### src/rtl/bdxf_pkg.sv
// ----------------------------------------------------------------------------
// Binary DXF pair decoder package
// Shared types, result codes and the signature table of the decoder.
// ----------------------------------------------------------------------------
`default_nettype none

package bdxf_pkg;

    // Signature length, the final nul included.
    localparam int unsigned SigLen = 22;

    // Value kinds of a result beat.
    localparam logic [2:0] KIND_TEXT = 3'd0;
    localparam logic [2:0] KIND_TEND = 3'd1;
    localparam logic [2:0] KIND_FLT  = 3'd2;
    localparam logic [2:0] KIND_I16  = 3'd3;
    localparam logic [2:0] KIND_I32  = 3'd4;
    localparam logic [2:0] KIND_I64  = 3'd5;
    localparam logic [2:0] KIND_STAT = 3'd6;

    // Status codes of a result beat.
    localparam logic [2:0] ST_OK       = 3'd0;
    localparam logic [2:0] ST_NOT_BIN  = 3'd1;
    localparam logic [2:0] ST_UNKNOWN  = 3'd2;
    localparam logic [2:0] ST_TRUNC    = 3'd3;
    localparam logic [2:0] ST_UNTERM   = 3'd4;

    // Decoder phases.
    typedef enum logic [2:0] {
        PH_SIG   = 3'd0,
        PH_CLO   = 3'd1,
        PH_CHI   = 3'd2,
        PH_TEXT  = 3'd3,
        PH_NUM   = 3'd4,
        PH_DRAIN = 3'd5
    } t_phase;

    // One result beat.
    typedef struct packed {
        logic signed [15:0] group_code;
        logic [2:0]         value_kind;
        logic [63:0]        value_bits;
        logic [7:0]         text_byte;
        logic               pair_done;
        logic [2:0]         status;
        logic               stream_end;
    } t_result;

    // Expected signature byte at a given position.
    function automatic logic [7:0] sig_byte(input logic [4:0] idx);
        logic [7:0] b;
        case (idx)
            5'd0:    b = 8'h41;
            5'd1:    b = 8'h75;
            5'd2:    b = 8'h74;
            5'd3:    b = 8'h6F;
            5'd4:    b = 8'h43;
            5'd5:    b = 8'h41;
            5'd6:    b = 8'h44;
            5'd7:    b = 8'h20;
            5'd8:    b = 8'h42;
            5'd9:    b = 8'h69;
            5'd10:   b = 8'h6E;
            5'd11:   b = 8'h61;
            5'd12:   b = 8'h72;
            5'd13:   b = 8'h79;
            5'd14:   b = 8'h20;
            5'd15:   b = 8'h44;
            5'd16:   b = 8'h58;
            5'd17:   b = 8'h46;
            5'd18:   b = 8'h0D;
            5'd19:   b = 8'h0A;
            5'd20:   b = 8'h1A;
            default: b = 8'h00;
        endcase
        return b;
    endfunction

    // Number of value bytes for a numeric kind.
    function automatic logic [3:0] kind_len(input logic [2:0] kind);
        logic [3:0] n;
        case (kind)
            KIND_I16: n = 4'd2;
            KIND_I32: n = 4'd4;
            default:  n = 4'd8;
        endcase
        return n;
    endfunction

endpackage

`default_nettype wire

### src/rtl/bdxf_in_if.sv
// ----------------------------------------------------------------------------
// Byte input channel
// Valid/ready channel carrying one file byte and its end-of-file flag.
// ----------------------------------------------------------------------------
`default_nettype none

interface bdxf_in_if;
    logic       valid;
    logic       ready;
    logic [7:0] in_byte;
    logic       end_of_input;

    modport source (output valid, output in_byte, output end_of_input, input ready);
    modport sink   (input valid, input in_byte, input end_of_input, output ready);
endinterface

`default_nettype wire

### src/rtl/bdxf_out_if.sv
// ----------------------------------------------------------------------------
// Result output channel
// Valid/ready channel carrying one decoded result beat.
// ----------------------------------------------------------------------------
`default_nettype none

interface bdxf_out_if;
    logic               valid;
    logic               ready;
    logic signed [15:0] group_code;
    logic [2:0]         value_kind;
    logic [63:0]        value_bits;
    logic [7:0]         text_byte;
    logic               pair_done;
    logic [2:0]         status;
    logic               stream_end;

    modport source (
        output valid, output group_code, output value_kind, output value_bits,
        output text_byte, output pair_done, output status, output stream_end,
        input ready
    );
    modport sink (
        input valid, input group_code, input value_kind, input value_bits,
        input text_byte, input pair_done, input status, input stream_end,
        output ready
    );
endinterface

`default_nettype wire

### src/rtl/binary_dxf_pair_decoder.sv
// ----------------------------------------------------------------------------
// Binary DXF pair decoder
// Checks the binary signature, then decodes group code / value pairs from a
// byte stream into text bytes, numbers and status beats.
// ----------------------------------------------------------------------------
//  Channel   Direction  Beat
//  i_in      in         one file byte, end_of_input on the last byte
//  o_out     out        zero or one result beat per input beat
//
//  One byte per cycle while the output is not stalled; a byte's result is loaded
//  into the result register when the byte moves on from the input register.
//  Reset clears the decoder to signature matching and empties both registers.
//  A stalled output holds the result register; the input register still takes
//  a beat if it is empty, so the byte path stops only when both are full.
// ----------------------------------------------------------------------------
`default_nettype none

module binary_dxf_pair_decoder (
    input  wire logic   i_clk,
    input  wire logic   i_rst_n,
    bdxf_in_if.sink     i_in,
    bdxf_out_if.source  o_out
);
    import bdxf_pkg::*;

    logic       r_in_valid;
    logic [7:0] r_byte;
    logic       r_eoi;
    logic       r_out_valid;
    t_result    r_out;

    logic       adv;
    t_result    res;
    logic       res_valid;

    // The held byte moves on when the result register is free or draining.
    assign adv        = r_in_valid && (!r_out_valid || o_out.ready);
    assign i_in.ready = !r_in_valid || adv;

    // Input register.
    always_ff @(posedge i_clk) begin
        if (!i_rst_n) begin
            r_in_valid <= 1'b0;
        end else if (i_in.valid && i_in.ready) begin
            r_in_valid <= 1'b1;
        end else if (adv) begin
            r_in_valid <= 1'b0;
        end
    end

    always_ff @(posedge i_clk) begin
        if (i_in.valid && i_in.ready) begin
            r_byte <= i_in.in_byte;
            r_eoi  <= i_in.end_of_input;
        end
    end

    bdxf_step u_step (
        .i_clk       (i_clk),
        .i_rst_n     (i_rst_n),
        .i_adv       (adv),
        .i_byte      (r_byte),
        .i_eoi       (r_eoi),
        .o_res       (res),
        .o_res_valid (res_valid)
    );

    // Result register.
    always_ff @(posedge i_clk) begin
        if (!i_rst_n) begin
            r_out_valid <= 1'b0;
        end else if (adv) begin
            r_out_valid <= res_valid;
        end else if (o_out.ready) begin
            r_out_valid <= 1'b0;
        end
    end

    always_ff @(posedge i_clk) begin
        if (adv) begin
            r_out <= res;
        end
    end

    assign o_out.valid      = r_out_valid;
    assign o_out.group_code = r_out.group_code;
    assign o_out.value_kind = r_out.value_kind;
    assign o_out.value_bits = r_out.value_bits;
    assign o_out.text_byte  = r_out.text_byte;
    assign o_out.pair_done  = r_out.pair_done;
    assign o_out.status     = r_out.status;
    assign o_out.stream_end = r_out.stream_end;

endmodule

`default_nettype wire

### src/rtl/bdxf_classify.sv
// ----------------------------------------------------------------------------
// Group code classifier
// Maps a signed group code to its value kind by code range.
// ----------------------------------------------------------------------------
`default_nettype none

module bdxf_classify (
    input  wire logic [15:0] i_code,
    output logic [2:0]       o_kind
);
    import bdxf_pkg::*;

    logic signed [15:0] code_s;

    assign code_s = $signed(i_code);

    // Range tests in priority order; anything left over is unknown.
    always_comb begin
        if (code_s inside {[16'sd0:16'sd9], [16'sd300:16'sd309], [16'sd100:16'sd102],
                           16'sd105, [16'sd350:16'sd369], [16'sd390:16'sd399]}) begin
            o_kind = KIND_TEXT;
        end else if (code_s inside {[16'sd10:16'sd59], [16'sd110:16'sd149],
                                    [16'sd210:16'sd239]}) begin
            o_kind = KIND_FLT;
        end else if (code_s inside {[16'sd60:16'sd79], [16'sd170:16'sd179]}) begin
            o_kind = KIND_I16;
        end else if (code_s inside {[16'sd90:16'sd99], [16'sd370:16'sd389]}) begin
            o_kind = KIND_I32;
        end else if (code_s inside {[16'sd160:16'sd169]}) begin
            o_kind = KIND_I64;
        end else begin
            o_kind = KIND_STAT;
        end
    end

endmodule

`default_nettype wire

### src/rtl/bdxf_step.sv
// ----------------------------------------------------------------------------
// Decoder step
// Holds the decoder state and works out, for one byte, the next state and
// the result beat that the byte causes, if any.
// ----------------------------------------------------------------------------
`default_nettype none

module bdxf_step (
    input  wire logic          i_clk,
    input  wire logic          i_rst_n,
    input  wire logic          i_adv,
    input  wire logic [7:0]    i_byte,
    input  wire logic          i_eoi,
    output bdxf_pkg::t_result  o_res,
    output logic               o_res_valid
);
    import bdxf_pkg::*;

    t_phase      r_phase, n_phase;
    logic [4:0]  r_sig_idx, n_sig_idx;
    logic [15:0] r_code, n_code;
    logic [63:0] r_shift, n_shift;
    logic [3:0]  r_left, n_left;
    logic [2:0]  r_pend, n_pend;

    logic [15:0] code_full;
    logic [2:0]  code_kind;
    logic [4:0]  sig_pos;
    logic [4:0]  sig_next;
    logic [63:0] shift_in;
    logic [3:0]  left_dec;
    logic [2:0]  num_kind;
    logic [63:0] num_val;

    assign code_full = {i_byte, r_code[7:0]};

    bdxf_classify u_classify (
        .i_code (code_full),
        .o_kind (code_kind)
    );

    // Signature position, folded back to the start if out of range.
    assign sig_pos  = (r_sig_idx < 5'(SigLen)) ? r_sig_idx : 5'd0;
    assign sig_next = sig_pos + 5'd1;

    // Little-endian assembly: each byte enters at the top.
    assign shift_in = {i_byte, r_shift[63:8]};
    assign left_dec = (r_left != 4'd0) ? r_left - 4'd1 : 4'd0;
    assign num_kind = (r_pend < KIND_FLT || r_pend > KIND_I64) ? KIND_I64 : r_pend;

    // Right-align the assembled value and sign-extend the shorter integers.
    always_comb begin
        case (kind_len(r_pend))
            4'd2:    num_val = {{48{shift_in[63]}}, shift_in[63:48]};
            4'd4:    num_val = {{32{shift_in[63]}}, shift_in[63:32]};
            default: num_val = shift_in;
        endcase
    end

    // Next state and result for the byte at hand.
    always_comb begin
        logic clear;
        clear       = 1'b0;
        n_phase     = r_phase;
        n_sig_idx   = r_sig_idx;
        n_code      = r_code;
        n_shift     = r_shift;
        n_left      = r_left;
        n_pend      = r_pend;
        o_res_valid = 1'b0;
        o_res       = '0;

        case (r_phase)
            PH_SIG: begin
                if (i_byte == sig_byte(sig_pos)) begin
                    n_sig_idx = sig_next;
                    if (sig_next == 5'(SigLen)) begin
                        n_phase = PH_CLO;
                    end
                    if (i_eoi) begin
                        o_res_valid      = 1'b1;
                        o_res.value_kind = KIND_STAT;
                        o_res.status     = (sig_next == 5'(SigLen)) ? ST_OK : ST_NOT_BIN;
                        o_res.stream_end = 1'b1;
                        clear            = 1'b1;
                    end
                end else begin
                    o_res_valid      = 1'b1;
                    o_res.value_kind = KIND_STAT;
                    o_res.status     = ST_NOT_BIN;
                    o_res.stream_end = 1'b1;
                    if (i_eoi) begin
                        clear = 1'b1;
                    end else begin
                        n_phase = PH_DRAIN;
                    end
                end
            end
            PH_CLO: begin
                n_code  = {8'd0, i_byte};
                n_phase = PH_CHI;
                if (i_eoi) begin
                    o_res_valid      = 1'b1;
                    o_res.value_kind = KIND_STAT;
                    o_res.status     = ST_OK;
                    o_res.stream_end = 1'b1;
                    clear            = 1'b1;
                end
            end
            PH_CHI: begin
                n_code = code_full;
                if (code_kind == KIND_STAT) begin
                    o_res_valid      = 1'b1;
                    o_res.group_code = $signed(code_full);
                    o_res.value_kind = KIND_STAT;
                    o_res.status     = ST_UNKNOWN;
                    o_res.stream_end = 1'b1;
                    if (i_eoi) begin
                        clear = 1'b1;
                    end else begin
                        n_phase = PH_DRAIN;
                    end
                end else begin
                    n_pend  = code_kind;
                    n_shift = '0;
                    if (code_kind == KIND_TEXT) begin
                        n_phase = PH_TEXT;
                        n_left  = 4'd0;
                    end else begin
                        n_phase = PH_NUM;
                        n_left  = kind_len(code_kind);
                    end
                    if (i_eoi) begin
                        o_res_valid      = 1'b1;
                        o_res.group_code = $signed(code_full);
                        o_res.value_kind = KIND_STAT;
                        o_res.status     = (code_kind == KIND_TEXT) ? ST_UNTERM : ST_TRUNC;
                        o_res.stream_end = 1'b1;
                        clear            = 1'b1;
                    end
                end
            end
            PH_TEXT: begin
                o_res_valid      = 1'b1;
                o_res.group_code = $signed(r_code);
                if (i_byte == 8'd0) begin
                    o_res.value_kind = KIND_TEND;
                    o_res.pair_done  = 1'b1;
                    o_res.stream_end = i_eoi;
                    if (i_eoi) begin
                        clear = 1'b1;
                    end else begin
                        n_phase = PH_CLO;
                    end
                end else if (i_eoi) begin
                    o_res.value_kind = KIND_STAT;
                    o_res.status     = ST_UNTERM;
                    o_res.stream_end = 1'b1;
                    clear            = 1'b1;
                end else begin
                    o_res.value_kind = KIND_TEXT;
                    o_res.text_byte  = i_byte;
                end
            end
            PH_NUM: begin
                n_shift = shift_in;
                n_left  = left_dec;
                if (left_dec == 4'd0) begin
                    o_res_valid      = 1'b1;
                    o_res.group_code = $signed(r_code);
                    o_res.value_kind = num_kind;
                    o_res.value_bits = num_val;
                    o_res.pair_done  = 1'b1;
                    o_res.stream_end = i_eoi;
                    if (i_eoi) begin
                        clear = 1'b1;
                    end else begin
                        n_phase = PH_CLO;
                    end
                end else if (i_eoi) begin
                    o_res_valid      = 1'b1;
                    o_res.group_code = $signed(r_code);
                    o_res.value_kind = KIND_STAT;
                    o_res.status     = ST_TRUNC;
                    o_res.stream_end = 1'b1;
                    clear            = 1'b1;
                end
            end
            default: begin
                if (i_eoi) begin
                    clear = 1'b1;
                end
            end
        endcase

        // Any end of file returns the decoder to its reset state.
        if (clear) begin
            n_phase   = PH_SIG;
            n_sig_idx = '0;
            n_code    = '0;
            n_shift   = '0;
            n_left    = '0;
            n_pend    = '0;
        end
    end

    // State registers, updated once per byte taken.
    always_ff @(posedge i_clk) begin
        if (!i_rst_n) begin
            r_phase   <= PH_SIG;
            r_sig_idx <= '0;
            r_code    <= '0;
            r_shift   <= '0;
            r_left    <= '0;
            r_pend    <= '0;
        end else if (i_adv) begin
            r_phase   <= n_phase;
            r_sig_idx <= n_sig_idx;
            r_code    <= n_code;
            r_shift   <= n_shift;
            r_left    <= n_left;
            r_pend    <= n_pend;
        end
    end

endmodule

`default_nettype wire
### src/flat_wrapper.sv
// flat-port wrapper written by rule: the top's interface ports become plain ports
module binary_dxf_pair_decoder_flat import bdxf_pkg::*;
  (i_clk, i_rst_n, i_in_valid, i_in_in_byte, i_in_end_of_input, i_in_ready, o_out_valid, o_out_group_code, o_out_value_kind, o_out_value_bits, o_out_text_byte, o_out_pair_done, o_out_status, o_out_stream_end, o_out_ready);
  bdxf_in_if i_in_i ();
  bdxf_out_if o_out_i ();
  input  wire logic i_clk;
  input  wire logic i_rst_n;
  input wire logic [$bits(i_in_i.valid)-1:0] i_in_valid;
  input wire logic [$bits(i_in_i.in_byte)-1:0] i_in_in_byte;
  input wire logic [$bits(i_in_i.end_of_input)-1:0] i_in_end_of_input;
  output wire logic [$bits(i_in_i.ready)-1:0] i_in_ready;
  output wire logic [$bits(o_out_i.valid)-1:0] o_out_valid;
  output wire logic [$bits(o_out_i.group_code)-1:0] o_out_group_code;
  output wire logic [$bits(o_out_i.value_kind)-1:0] o_out_value_kind;
  output wire logic [$bits(o_out_i.value_bits)-1:0] o_out_value_bits;
  output wire logic [$bits(o_out_i.text_byte)-1:0] o_out_text_byte;
  output wire logic [$bits(o_out_i.pair_done)-1:0] o_out_pair_done;
  output wire logic [$bits(o_out_i.status)-1:0] o_out_status;
  output wire logic [$bits(o_out_i.stream_end)-1:0] o_out_stream_end;
  input wire logic [$bits(o_out_i.ready)-1:0] o_out_ready;
  assign i_in_i.valid = i_in_valid;
  assign i_in_i.in_byte = i_in_in_byte;
  assign i_in_i.end_of_input = i_in_end_of_input;
  assign i_in_ready = i_in_i.ready;
  assign o_out_valid = o_out_i.valid;
  assign o_out_group_code = o_out_i.group_code;
  assign o_out_value_kind = o_out_i.value_kind;
  assign o_out_value_bits = o_out_i.value_bits;
  assign o_out_text_byte = o_out_i.text_byte;
  assign o_out_pair_done = o_out_i.pair_done;
  assign o_out_status = o_out_i.status;
  assign o_out_stream_end = o_out_i.stream_end;
  assign o_out_i.ready = o_out_ready;
  binary_dxf_pair_decoder u_core (.i_clk(i_clk), .i_rst_n(i_rst_n), .i_in(i_in_i), .o_out(o_out_i));
endmodule
### config.mk
export PLATFORM = sky130hd
export DESIGN_NAME = binary_dxf_pair_decoder_flat
export DESIGN_NICKNAME = d
export VERILOG_FILES = /design/src/rtl/bdxf_pkg.sv /design/src/rtl/bdxf_in_if.sv /design/src/rtl/bdxf_out_if.sv /design/src/rtl/binary_dxf_pair_decoder.sv /design/src/rtl/bdxf_classify.sv /design/src/rtl/bdxf_step.sv /design/src/flat_wrapper.sv
export SDC_FILE = /design/constraint.sdc
export NUM_CORES = 1
export LEC_CHECK = 0
export BUFFER_PORTS_ARGS = -buffer_cell sky130_fd_sc_hd__buf_2
export CORE_MARGIN = 1.5
export CORE_UTILIZATION = 30
export CTS_CLUSTER_SIZE = 24
export DETAILED_ROUTE_END_ITERATION = 8
export PLACE_DENSITY_LB_ADDON = 0.2
export RECOVER_POWER = 25
export SYNTH_ARGS = -nofsm -noshare
export SYNTH_HDL_FRONTEND = slang
export SYNTH_SLANG_ARGS = --single-unit
### constraint.sdc
create_clock -name i_clk -period 5.3 [get_ports i_clk]
set_input_delay 1.06 -clock i_clk [delete_from_list [all_inputs] [get_ports i_clk]]
set_output_delay 1.06 -clock i_clk [all_outputs]
set_load 0.005 [all_outputs]
# Word-level counts from Yosys, hierarchy flattened
# Memories as Yosys holds them, arrays and structs flattened.
# Cells that the tools add are included.
[totals]
register_bits = 202
rom_bits = 224
in_bits = 13
out_inout_bits = 98
memories = 1
[classes]
add_sub_neg = 2
magnitude_cmp = 29
eq_ne = 20
mux = 72
bitwise_logic = 1
n_reduce_logical = 46
[memory_table]
columns = ["name", "words", "width", "rd", "rd_clocked_by_memory_dff", "wr", "line", "rtl"]
rows = [
  ["(no name shown)", 32, 7, 1, 0, 0, "bdxf_pkg.sv:52", "case (idx)"],
]
[ops]
columns = ["operator", "count"]
rows = [
  ["$mux W64", 2],
  ["$pmux W64 S2", 1],
  ["$pmux W63 S2", 1],
  ["$mux W19", 4],
  ["$mux W3", 23],
  ["$ge A16 B10 Y1 const B", 4],
  ["$le A16 B10 Y1 const B", 4],
  ["$le A16 B9 Y1 const B", 4],
  ["$ge A16 B8 Y1 const B", 3],
  ["$ge A16 B9 Y1 const B", 3],
  ["$le A16 B8 Y1 const B", 3],
  ["$pmux W16 S3", 1],
  ["$mux W4", 8],
  ["$pmux W16 S2", 1],
  ["$pmux W3 S5", 2],
  ["$pmux W4 S2", 3],
  ["$mux W5", 4],
  ["$pmux W4 S5", 1],
  ["$eq A16 B7 Y1 const B", 1],
  ["$ge A16 B1 Y1 const B", 1],
  ["$ge A16 B5 Y1 const B", 1],
  ["$ge A16 B7 Y1 const B", 1],
  ["$le A16 B5 Y1 const B", 1],
  ["$le A16 B7 Y1 const B", 1],
  ["other kinds (36)", 92],
]

# Logic depth before layout (Yosys ltp)
[depth]
depth_word = 13
mapped_depth = 16
ltp_nobuf = 13

# By module
# From an unflattened synthesis, not the netlist that was laid out.
[unflattened]
cells_unflattened = 948
hier_area_um2 = 9360.2
[modules_own_cells]
columns = ["module", "instances", "cells_per_inst", "area_per_inst_um2"]
rows = [
  ["bdxf_step", 1, 746, 5511.5],
  ["binary_dxf_pair_decoder", 1, 115, 3260.6],
  ["bdxf_classify", 1, 87, 588.1],
]

# Worst setup path after synthesis
# No wires, ideal clock.
[synth_path]
path_type = "input-to-reg"
from = "input o_out_ready"
to = "register u_core.u_step.r_shift[55]"
arrival_time_ns = 4.919
required_ns = 5.240
path_slack_ns = 0.322
stages = 9
cell_sequence = "nor2b_1 -> nand2b_1 -> clkbuf_1 -> inv_1 -> nand2_1 -> nor2_1 -> clkbuf_1 -> clkbuf_1 -> a22o_1"
[synth_between]
elab_chain_cells = 3
[synth_rtl]
columns = ["item", "line", "rtl"]
rows = [
  ["start: declaration", "flat_wrapper.sv:20", "input wire logic [$bits(o_out_i.ready)-1:0] o_out_ready;"],
  ["$logic_or A1 B1 Y1", "binary_dxf_pair_decoder.sv:37", "assign adv = r_in_valid && (!r_out_valid || o_out.ready);"],
  ["$logic_and A1 B1 Y1", "binary_dxf_pair_decoder.sv:37", ""],
  ["net u_core.adv", "binary_dxf_pair_decoder.sv:32", "logic adv;"],
  ["$reduce_and A3 Y1 (no source line)", "n/a", ""],
  ["end signal: assignment", "bdxf_step.sv:220", "r_shift <= n_shift;"],
  ["end: declaration", "bdxf_step.sv:22", "logic [63:0] r_shift, n_shift;"],
]
# The timed path passes the listed nets, and every way through them passes these cells.
# A chain may end at the register's enable or synchronous reset.

# Worst setup path in the final report
[layout_path]
from = "register u_core.u_step.r_sig_idx[1]"
to = "register u_core.u_step.r_sig_idx[0]"
[layout_between]
elab_chain_cells = 7
word_cells_on_any_way = 11
[layout_rtl]
columns = ["item", "line", "rtl"]
rows = [
  ["start: declaration", "bdxf_step.sv:20", "logic [4:0] r_sig_idx, n_sig_idx;"],
  ["start signal: assignment", "bdxf_step.sv:218", "r_sig_idx <= n_sig_idx;"],
  ["$lt A5 B5 Y1", "bdxf_step.sv:43", "assign sig_pos = (r_sig_idx < 5'(SigLen)) ? r_sig_idx : 5'd0;"],
  ["$mux W5 (*)", "bdxf_step.sv:43", ""],
  ["$mem_v2 Z32 W7", "n/a", ""],
  ["$mux W8", "bdxf_step.sv:73", "case (r_phase)"],
  ["$eq A8 B8 Y1", "bdxf_step.sv:75", "if (i_byte == sig_byte(sig_pos)) begin"],
  ["$reduce_bool A2 Y1 (no source line)", "n/a", ""],
  ["$reduce_and A3 Y1 (no source line)", "n/a", ""],
]
# Every way passes the cells marked *; elsewhere a longest branch is shown, timed or not. The select of a mux whose other input is x is not followed.

==> impl_results.md <==
* # setup viols final at 0
* Worst hold slack at 464 ps
* RSZ-0062 raised after global routing: no
* Leakage power summed over all cells at 3.53 nW
* Detail Route Antenna Nets at 0
* Number of synthesis warnings at 0
* Floorplan die height at 176 µm
* Setup slack after layout at 1040 ps
* Post-placement setup slack at 1090 ps
* Initial cell density of the core at 0.303
* Wire length reported by the detailed router at 26.4 mm
* CP Launch Type: flop
* TritonCTS clock tree: built
* Htree depth at 4
* Most used flip-flop cell after synthesis: edfxtp_1
* Clock-pin transition on the worst setup and hold timing paths at 80 ps
* Post-synthesis async set-or-reset flop share at 0
* Area growth from synthesis to final layout at 16.8%
* Width of the die at 176 µm
* Data arrival time of the worst path at 4560 ps
* Worst reg2reg endpoint: u_core.u_step.r_sig_idx[0]
* CP Data Required Time at 5600 ps
* WL/cell at 19.7 µm
* Mean cell area of the mapped netlist at 10.4 µm²
* Max frequency at 235 MHz
* Detailed-router iteration count before antenna repair at 5
* Worst Hold Class: flop to flop
* List of most frequent post-synthesis cells: edfxtp_1, nand2_1, dfxtp_1
* Cell depth of the worst flop-to-flop path at 12
* Vias/cell at 5.34
* Area of the multi-input gates at 3660 µm²
* Routability congestion estimate from global placement at 0.875
* Worst hold path cell count at 2
* Core region area at 29500 µm²
* CTS Root Cell: clkbuf_16
* Share of post-route cells with drive strength above 1 at 0.167
* Row count at 63
* Complex-gate fraction of the synthesized area at 0.225
* Area of the mapped netlist at 8940 µm²
* Dominant combinational cell family by area after synthesis: compound AO/OA/AOI/OAI gates
* Worst setup EP type: flop
* Total die area at 30900 µm²
* Sequential standard cell area at 4930 µm²
* First-pass GRT wire length at 40.7 mm
* Fraction of synthesized area in multiplexers at 0.00812
* PD cells at 304 nW/µm²
* Startpoint of the lowest-slack hold path: u_core.u_step.r_code[9]
* Final hold viol count at 0
* Maximum capacitance violations at 0
* Clock sink count at 194
* Least-Margin Pin Slew at 1230 ps
* I/O Buffers at 110
* Worst rel slew slack at 0.178
* Final Cycle Share at 0.804
* Number of antenna violations at the first check in global routing at 0
* Xor-xnor portion of the synthesized cell area at 0.00784
* Clock tree skew after final layout at 14.9 ps
* Path type of the worst setup path: flop to flop
* Ports placed on the boundary at 111
* Clock insertion delay at the later pin of the skew report at 440 ps
* GRT Residual Overflow at 0
* Number of synthesized flops with an enable pin at 105
* Adder-cell area share of the yosys netlist at 0.0126
* Vias in the first global route at 6829
* Final Slew Violations at 0
* Via Count at 7160
* Min Tclk post-route at 4260 ps
* Unique cell type count in the Yosys netlist at 67
* Worst vdd rail ir drop at 0.210 mV
* End of the worst hold path: u_core.u_step.r_code[9]
* Post-Syn Instances at 863
* R2R Setup Slk at 1040 ps
* Most common cell in the synthesized netlist: edfxtp_1
* ANT cells at 0
* Layout Utilization at 0.354
* Yosys reg bits at 194
* Total negative slack at 0 ps
* Total Nets Final at 959
* Pin count of the biggest net entering global routing at 60
* Count of instances resized after the clock tree is built at 0
* Number of buffers added for setup after CTS at 0
* Share of Yosys cell area claimed by the top area cell type at 0.353
* Number of inserted filler cells in the final layout at 3049
* Sequential area share after synthesis at 0.552
* Status: finished, final reports clean
* Largest cells by area after synthesis: edfxtp_1, dfxtp_1, a22o_1, nand2_1, a21oi_1
* Hold buffer count at cts at 0
* Top cell type by total area after synthesis: edfxtp_1
* Num CTS Buffers at 17
* DR iter-0 viols at 855
* Beginning of the worst register-to-register path: u_core.u_step.r_sig_idx[1]
* Half-perimeter wire length after placement at 17.5 mm
* Simple-Gate Fraction of Synth Area at 0.154
* Maximum number of buffers from clock root to sink at 2
* Synthesized Nets at 885
* Overall fraction of global-route tracks in use at 0.171
* Residual DRC at 0
* Highest fanout seen on the critical path at 12
[flip-flops by register name (all words and copies together), names as in the netlist]
signal and flops:
u_core.u_step.r_sig_idx 5, u_core.u_step.r_shift 56, u_core.u_step.r_phase 3, u_core.o_out.value_kind 3
u_core.o_out.pair_done 1, u_core.r_eoi 1, u_core.r_in_valid 1, u_core.u_step.r_pend 3
u_core.r_byte 8, u_core.u_step.r_left 4, u_core.o_out.group_code 16, u_core.o_out.value_bits 64
u_core.o_out.stream_end 1, u_core.o_out.text_byte 8, u_core.o_out.valid 1, u_core.o_out.status 3
u_core.u_step.r_code 16
[cell families (layout without fill, tap and decap cells)]
family,after synthesis,after routing
muxes,7,7
and+or+nand+nor,279,279
buffers and inverters,90,177
AOI/OAI and AO/OA,276,276
adders and majority gates,9,9
xor gates and xnor gates,8,8
DFF,194,194
[metrics by stage]
step | total power [W] | instance area (µm²) | std cells
floorplan | 0.00177 | 8940 | 863
global placement | 0.00186 | 9840 | 1308
detailed placement | 0.00186 | 9840 | 1308
CTS | 0.00321 | 10500 | 1340
global route | 0.00329 | 10400 | 1340
finish | 0.00318 | 10400 | 1340
[report_power, final]
part           switching [W]  internal (W)  leakage, nW  total, W
Clock               0.000705      0.000654        0.299   0.00136
Combinational       0.000112     0.0000518         1.51  0.000163
Sequential         0.0000361       0.00162         1.72   0.00165
Total               0.000852       0.00232         3.53   0.00318
[worst max-delay path by stage]
stage / start / to / slack, ps / cells past startpoint
5_1_grt: u_core.u_step.r_sig_idx[1] / u_core.u_step.r_sig_idx[0] / 590 / 12
4_1_cts: u_core.u_step.r_sig_idx[1] / u_core.u_step.r_sig_idx[0] / 1080 / 12
2_1_floorplan: o_out_ready / u_core.u_step.r_shift[55] / 320 / 9
3_3_place_gp: u_core.u_step.r_sig_idx[1] / u_core.u_step.r_sig_idx[4] / 1180 / 12
3_5_place_dp: u_core.u_step.r_sig_idx[1] / u_core.u_step.r_sig_idx[0] / 1090 / 12
6_report: u_core.u_step.r_sig_idx[1] / u_core.u_step.r_sig_idx[0] / 1040 / 12
[cell usage in the layout, fill, tap and decap left out, types with 5 or more instances in the layout]
cell type / n
a22oi_1: 16
edfxtp_1: 105
clkinv_8: 8
nor4_1: 8
nor2b_1: 16
buf_4: 18
nor3b_1: 5
inv_1: 14
xnor2_1: 5
ha_1: 9
dfxtp_1: 89
nand3_1: 33
buf_2: 90
clkbuf_16: 17
a31oi_1: 7
a21boi_0: 18
nand2b_1: 10
nand4_1: 5
a211oi_1: 5
mux2i_1: 5
o21ai_0: 23
a221oi_1: 17
clkbuf_1: 20
nand2_1: 100
o22ai_1: 7
nor3_1: 14
a21oi_1: 63
nor2_1: 42
a22o_1: 63
or4_1: 5
and2_1: 14
[area by class of cell]
| type | count | share of cell area |
|---|---|---|
| sequential | 194 | 0.472 |
| multi-input combinational | 579 | 0.351 |
| timing repair buffer | 129 | 0.0636 |
| tap | 390 | 0.0467 |
| clock buffer | 17 | 0.0407 |
| clock inverter | 15 | 0.0199 |
| inverter | 16 | 0.00599 |
[critical path: stages (launching register included)]
cell	delay (ps)
dfxtp_1	590
a21oi_1	240
o21ai_0	510
inv_1	220
ha_1	320
mux2i_1	150
o32ai_1	90
a311oi_1	360
xnor2_1	140
a2111o_1	420
or3_1	400
o221ai_1	500
o22ai_1	170
[metal layers]
layer / global-route usage / routed length [µm] / share of wire
met1: 0.246 / 13000 / 0.49
met2: 0.265 / 12100 / 0.46
met3: 0.0262 / 992 / 0.038
met5: 0 / 0 / 0
met4: 0.0484 / 421 / 0.016
Power figures use the tool's default switching activity.
